--- config.mk ---
export PLATFORM = sky130hd
export DESIGN_NAME = skrc_ctrl
export DESIGN_NICKNAME = d
export VERILOG_FILES = /design/src/design/skrc_pkg.sv /design/src/design/skrc_ctrl.sv
export SDC_FILE = /design/constraint.sdc
export NUM_CORES = 1
export LEC_CHECK = 0
export ABC_AREA = 1
export BUFFER_PORTS_ARGS = -buffer_cell sky130_fd_sc_hd__buf_4
export CELL_PAD_IN_SITES_DETAIL_PLACEMENT = 1
export CELL_PAD_IN_SITES_GLOBAL_PLACEMENT = 1
export CORE_MARGIN = 4
export CORE_UTILIZATION = 35
export CTS_BUF_LIST = sky130_fd_sc_hd__clkbuf_8
export DETAILED_ROUTE_END_ITERATION = 7
export GPL_ROUTABILITY_DRIVEN = 0
export HOLD_SLACK_MARGIN = 0.06
export PLACE_DENSITY = 0.75
export SYNTH_ARGS = -nofsm -noshare
export SYNTH_HDL_FRONTEND = slang
export SYNTH_SLANG_ARGS = --single-unit
--- constraint.sdc ---
create_clock -name clock -period 2.2 [get_ports clock]
set_input_delay 0.11 -clock clock [delete_from_list [all_inputs] [get_ports clock]]
set_output_delay 0.11 -clock clock [all_outputs]
set_load 0.03 [all_outputs]
--- src/design/skrc_pkg.sv ---
package skrc_pkg;

   localparam int MAX_LEN   = 64;
   localparam int ADDR_W    = $clog2(MAX_LEN);
   localparam int CNT_W     = $clog2(MAX_LEN + 1);

   localparam int KERN_W    = 16;
   localparam int LOAD_W    = 32;
   localparam int DEFL_W    = 48;
   localparam int SCALE_W   = 32;

   localparam int PROD_W    = KERN_W + LOAD_W;
   localparam int ACC_W     = PROD_W + ADDR_W;
   localparam int SHIFT     = 47;
   localparam int LO_W      = 27;
   localparam int HI_W      = ACC_W - LO_W;
   localparam int SHIFT_REM = SHIFT - LO_W;
   localparam int MUL_A_W   = ((HI_W > LO_W + 1) ? HI_W : LO_W + 1) + 1;
   localparam int MUL_P_W   = MUL_A_W + SCALE_W + 1;
   localparam int PL_W      = LO_W + SCALE_W;
   localparam int PH_W      = HI_W + SCALE_W;
   localparam int QSUM_W    = PH_W + 1;
   localparam int Q_W       = QSUM_W - SHIFT_REM;
   localparam int DIFF_W    = ((Q_W > DEFL_W) ? Q_W : DEFL_W) + 1;

   typedef struct packed {
      logic signed [KERN_W-1:0] kernel_value;
      logic signed [LOAD_W-1:0] load_value;
      logic signed [DEFL_W-1:0] deflection_in;
      logic                     last;
   } req_item_type;

   typedef struct packed {
      logic signed [DEFL_W-1:0] deflection_out;
      logic                     last_out;
   } rsp_item_type;

   typedef enum logic [2:0] {
      ST_LOAD,
      ST_MAC,
      ST_DRAIN,
      ST_MUL_LO,
      ST_MUL_HI,
      ST_COMBINE,
      ST_RESULT
   } state_type;

   typedef struct packed {
      logic              load_wr;
      logic [ADDR_W-1:0] wr_addr;
      logic              mac_issue;
      logic              acc_first;
      logic [ADDR_W-1:0] i_addr;
      logic [ADDR_W-1:0] k_addr;
      logic [ADDR_W-1:0] j_addr;
      logic              mul_lo;
      logic              mul_hi;
      logic              combine;
      logic              result_wr;
      logic              result_last;
   } cmd_type;

   typedef struct packed {
      logic pipe_busy;
      logic out_busy;
   } status_type;

endpackage

--- src/design/skrc_ctrl.sv ---
module skrc_ctrl (
   input  logic                 clock,
   input  logic                 reset,
   input  logic                 req_valid,
   input  logic                 req_last,
   output logic                 req_ready,
   input  skrc_pkg::status_type status,
   output skrc_pkg::cmd_type    cmd
);
   import skrc_pkg::*;

   state_type         state_ff, state_in;
   logic [CNT_W-1:0]  count_ff, count_in;
   logic [ADDR_W-1:0] i_ff, i_in;
   logic [ADDR_W-1:0] j_ff, j_in;
   logic              accept;
   logic              row_close;
   logic              i_last;
   logic              j_last;

   assign accept    = req_valid && (state_ff == ST_LOAD);
   assign row_close = req_last || ((count_ff + CNT_W'(1)) == CNT_W'(MAX_LEN));
   assign i_last    = (CNT_W'(i_ff) + CNT_W'(1)) == count_ff;
   assign j_last    = (CNT_W'(j_ff) + CNT_W'(1)) == count_ff;

   always_ff @(posedge clock) begin
      if (reset) begin
         state_ff <= ST_LOAD;
         count_ff <= '0;
         i_ff     <= '0;
         j_ff     <= '0;
      end else begin
         state_ff <= state_in;
         count_ff <= count_in;
         i_ff     <= i_in;
         j_ff     <= j_in;
      end
   end

   always_comb begin
      state_in = state_ff;
      case (state_ff)
         ST_LOAD: begin
            if (accept && row_close) state_in = ST_MAC;
         end
         ST_MAC: begin
            if (i_last) state_in = ST_DRAIN;
         end
         ST_DRAIN: begin
            if (!status.pipe_busy) state_in = ST_MUL_LO;
         end
         ST_MUL_LO:  state_in = ST_MUL_HI;
         ST_MUL_HI:  state_in = ST_COMBINE;
         ST_COMBINE: state_in = ST_RESULT;
         ST_RESULT: begin
            if (!status.out_busy) state_in = j_last ? ST_LOAD : ST_MAC;
         end
         default: state_in = ST_LOAD;
      endcase
   end

   always_comb begin
      count_in = count_ff;
      i_in     = i_ff;
      j_in     = j_ff;
      case (state_ff)
         ST_LOAD: begin
            if (accept) count_in = count_ff + CNT_W'(1);
         end
         ST_MAC: begin
            i_in = i_last ? '0 : i_ff + ADDR_W'(1);
         end
         ST_RESULT: begin
            if (!status.out_busy) begin
               if (j_last) begin
                  count_in = '0;
                  j_in     = '0;
               end else begin
                  j_in = j_ff + ADDR_W'(1);
               end
            end
         end
         default: begin
         end
      endcase
   end

   always_comb begin
      req_ready       = (state_ff == ST_LOAD);
      cmd.load_wr     = accept;
      cmd.wr_addr     = count_ff[ADDR_W-1:0];
      cmd.mac_issue   = (state_ff == ST_MAC);
      cmd.acc_first   = (i_ff == '0);
      cmd.i_addr      = i_ff;
      cmd.k_addr      = (j_ff >= i_ff) ? (j_ff - i_ff) : (i_ff - j_ff);
      cmd.j_addr      = j_ff;
      cmd.mul_lo      = (state_ff == ST_MUL_LO);
      cmd.mul_hi      = (state_ff == ST_MUL_HI);
      cmd.combine     = (state_ff == ST_COMBINE);
      cmd.result_wr   = (state_ff == ST_RESULT) && !status.out_busy;
      cmd.result_last = j_last;
   end

endmodule

**Word level (Yosys, flattened, before mapping)**

Cells that the tools add are included.

- Register bits after elaboration: 22
- Memories kept: 0
- Bits in writable memories: 0
- Word-level logic and storage cells: 52
- Bits in read-only memories: 0
- Input bits: 6
- Latch bits: 0
- Output and inout port bits: 33

- Equal/unequal tests: 15
- Reductions and logical operators: 11
- Bitwise operators: 1
- $mul: 0
- Divide/modulo/power cells: 0
- Multiplexer cells: 13
- $lt $le $gt $ge: 1
- Add/subtract/negate cells: 7
- Shifts and indexed selects: 0

Operator list:

| cell | count |
|---|---|
| 7-bit two-way mux | 3 |
| 3-bit one-hot mux with 7 select lines | 1 |
| 6-bit two-way mux | 3 |
| 6-bit by 1-bit adder with 7-bit output, second input constant | 2 |
| 7-bit == test | 2 |
| 7-bit one-hot mux with 2 select lines | 1 |
| 6-bit by 1-bit adder with 6-bit output, second input constant | 2 |
| 3-bit two-way mux | 4 |
| 6-bit subtractor | 2 |
| 3-bit == test, second input constant | 3 |
| 4-bit AND reduction | 2 |
| 7-bit by 1-bit adder with 7-bit output, second input constant | 1 |
| 7-bit == test, second input constant | 1 |
| 3-bit by 2-bit == test with 1-bit output, second input constant | 2 |
| 6-bit >= comparator | 1 |
| 6-bit logical NOT | 1 |
| 2-bit by 1-bit != test with 1-bit output, second input constant | 3 |
| 2-bit != test, second input constant | 3 |
| 3-bit by 1-bit == test with 1-bit output, second input constant | 1 |
| 1-bit logical AND | 3 |
| 3-bit logical NOT | 1 |
| 2-bit AND reduction | 1 |
| 2-bit nonzero test | 1 |
| 1-bit logical NOT | 1 |
| other kinds (3) | 3 |

**Longest topological paths before layout**

- Depth in word-level cells: 6
- Mapped depth: 15
- Depth with buffers taken out: 15

**Least setup slack after synthesis**

OpenSTA, ideal clock, no wires.

- Path kind: reg-to-output
- From: reg j_ff[0]
- To: out cmd[12] (netlist bit)
- Data arrival time: 2.741 ns
- Setup slack: -0.651 ns
- Required time: 2.090 ns
- Stages on the path, launching flop included: 8
- Buffers on the path: 0
- Cell sequence: dfxtp_1 inv_1 ha_1 fa_1 or3_1 nand3_1 inv_1 o21ai_0

RTL lines:

| element | line | RTL |
|---|---|---|
| start, declared | skrc_ctrl.sv:15 | `logic [ADDR_W-1:0] j_ff, j_in;` |
| start signal, assigned | skrc_ctrl.sv:36 | `j_ff <= j_in;` |
| end, declared | skrc_ctrl.sv:8 | `output skrc_pkg::cmd_type cmd` |

==> flow_summary.json <==
{
  "pwr-share-comb_pct": 58.9,
  "start_kind": "flip-flop",
  "power_frac_clock_pct": 18.3,
  "grtUsageTotal_pct": 20.5,
  "io_buffers": 38,
  "clk_path_buf_depth": 2,
  "skew_ps": 2.92,
  "vias": 2363,
  "syn_to_final_growth_pct": 35.7,
  "yosys-top-cells-area": "dfxtp_1 21%, nand2_1 19%, ha_1 8.8%",
  "p_switching_uw": 1030,
  "fp-row-count": 28,
  "setup_violations": 0,
  "holdCritPathClass": "input port to flip-flop",
  "synthCells": 347,
  "slew_violations": 0,
  "finalCritPeriodShare_pct": 99.4,
  "cts_hold_buf": 0,
  "clkSinkCount": 22,
  "grt_max_degree": 19,
  "num_io_pins": 39,
  "required_ps": 2090,
  "end_kind": "primary output",
  "power.internal_uw": 1180,
  "drive_above_1_share_pct": 32.4,
  "ant_nets": 0,
  "ir_worst_vdd_mv": 0.467,
  "synth.distinct_cells": 32,
  "startpoint": "i_ff[3]$_SDFFE_PP0P_",
  "dp_cells": 461,
  "reg2reg_depth": 15,
  "diodes": 0,
  "fin_crit_ps": 2190,
  "min_from": "status[0]",
  "die_area_sq_um": 7430,
  "seqPwrFrac_pct": 22.8,
  "crit_fanout": 5,
  "grt_overflow": 0,
  "pre_cts_ws_ps": 67.1,
  "rrSetupSlack_ps": 350,
  "path_clk_slew_ps": 90,
  "drt-total-wl_um": 7420,
  "drc_errors": 0,
  "antenna_found_initial": 0,
  "wl_per_cell_um": 15.9,
  "netlist.area_leader.share_pct": 20.6,
  "cts-htree-levels": 1,
  "die_w_um": 86.2,
  "yosys_warnings": 0,
  "setup.worst_path.class": "flip-flop to primary output",
  "finalNetCount": 416,
  "finalHoldViolCount": 0,
  "avgSynthCellArea_sq_um": 6.17,
  "p_sw_share_pct": 46.6,
  "clock.fmax_mhz": 457,
  "grt_pass1_wl_um": 12200,
  "dr.first_iter.drc_count": 63,
  "dp_hpwl_um": 5670,
  "clkLatencyLatePin_ps": 280,
  "cts_tree": "yes",
  "netlist_area_sq_um": 2140,
  "crit_end": "cmd[12]",
  "final_cells": 467,
  "first_pass_iters": 4,
  "max-cap-violations": 0,
  "design.core.area_sq_um": 5920,
  "cts_buffers": 3,
  "yosys.area.top_type": "dfxtp_1",
  "grt_pass1_vias": 2477,
  "syn_nets": 370,
  "outcome": "finished, final reports clean",
  "layout_setup_ws_ps": 13.1,
  "maxSlewHeadroom_pct": 76.3,
  "cellPowerDensity_nw_per_um2": 762,
  "clockRootBuffer": "clkbuf_8",
  "ys_seq_area_share_pct": 20.6,
  "die_h_um": 86.2,
  "total_power_uw": 2210,
  "crit-reg2reg-launch": "i_ff[0]$_SDFFE_PP0P_",
  "worst-slew-pin-transition_ps": 354,
  "r2r-end": "i_ff[3]$_SDFFE_PP0P_",
  "leakage_uw": 0.00135,
  "worstPathArrival_ps": 2080,
  "via_per_inst": 5.06,
  "start_util_pct": 36.1,
  "ys_seq_elements": 22,
  "rsz0062_at_grt": "true"
}
==> metal layers <==
metal,vias up,part of all wire (%),GRT usage [%]
met1,1127,42,23.7
li1,1185,-,-
met4,0,2.0,4.67
met5,-,0,0
met3,11,3.0,2.09
met2,40,53,39.9
==> power by group through the flow <==
stage / clock network [uW] / logic, uW / registers [uW]
3_5_place_dp: 0 / 1200 / 512
6_report: 405 / 1300 / 504
3_3_place_gp: 0 / 1170 / 512
5_1_grt: 429 / 1440 / 513
2_1_floorplan: 0 / 825 / 523
4_1_cts: 411 / 1230 / 503
==> worst max-delay path, cell delays in order, from the launching register on <==
cell and delay [ps]:
dfxtp_2 410, inv_2 100, ha_4 170, o21bai_4 180
a221oi_4 310, nand3_4 150, or2_4 290, o21ai_4 60
buf_6 140
==> synthesized netlist by cell type (all sizes together) <==
master and n:
buf 14, dfxtp 22, nand2 113, o21bai 2, o21ai 7, xnor2 3
nor3 5, inv 50, clkinv 1, nor2 25, nand3 39, or2 1
xor2 8, clkbuf 2, a21oi 26, a21o 1, nand4 7, or3 1
ha 15, a221oi 3, fa 2
==> stage by stage <==
| step | hold WS [ps] | instance area [sq um] | setup TNS, ps | utilization, % |
|---|---|---|---|---|
| after detailed placement | 445 | 2570 | 0 | 43.4 |
| after global placement | 442 | 2570 | 0 | 43.4 |
| after floorplan | 279 | 2170 | 0 | - |
| final | 141 | 2900 | 0 | 49.0 |
| after CTS | 147 | 2720 | -28.9 | 45.9 |
| after global routing | 172 | 2900 | -112 | 49.0 |
==> worst min-delay path by stage <==
stage	slack, ps	endpoint	cells after the start
floorplan	280	state_ff[2]$_SDFFE_PP0P_	2
global placement	440	state_ff[2]$_SDFFE_PP0P_	3
detailed placement	440	state_ff[2]$_SDFFE_PP0P_	3
CTS	150	state_ff[2]$_SDFFE_PP0P_	3
global route	170	i_ff[5]$_SDFFE_PP0P_	2
finish	140	state_ff[2]$_SDFFE_PP0P_	3
==> logic make-up (layout without fill, tap and decap cells) <==
kind of cell	after synthesis	after routing	synth area share, %
buffers and inverters	67	112	13.9
DFF	22	22	20.6
and+or+nand+nor	191	191	40.4
AOI/OAI and AO/OA	39	39	10.0
adders and majority gates	17	17	10.6
xor gates and xnor gates	11	11	4.50
==> final cells by class <==
class,instances,area [sq um]
Clock inverter,1,30.0
Fill cell,811,3020
Inverter,51,199
Timing Repair Buffer,57,473
Tap cell,75,93.8
Sequential cell,22,463
Clock buffer,3,41.3
Multi-Input combinational cell,258,1600
==> flip-flops by register name, indices dropped and copies added (netlist names) <==
register and flops:
count_ff 7, i_ff 6, j_ff 6, state_ff 3
==> repair_timing <==
| item | in CTS | in global routing |
|---|---|---|
| endpoints found under the hold margin | 0 | 0 |
| gates resized for setup | 14 | 50 |
| endpoints found under the setup margin | 5 | 7 |
| pin swaps | 3 | 7 |
| setup buffers | 2 | 0 |
==> cell usage in the layout (no fill, tap or decap), drive strengths merged, types with 8 or more instances in the layout <==
| master | synthesis | final |
|---|---|---|
| xor2 | 8 | 8 |
| nand2 | 113 | 113 |
| ha | 15 | 15 |
| nand3 | 39 | 39 |
| inv | 50 | 50 |
| dfxtp | 22 | 22 |
| nor2 | 25 | 25 |
| buf | 14 | 57 |
| a21oi | 26 | 26 |
Note: power is estimated with default switching activity, not from simulation.
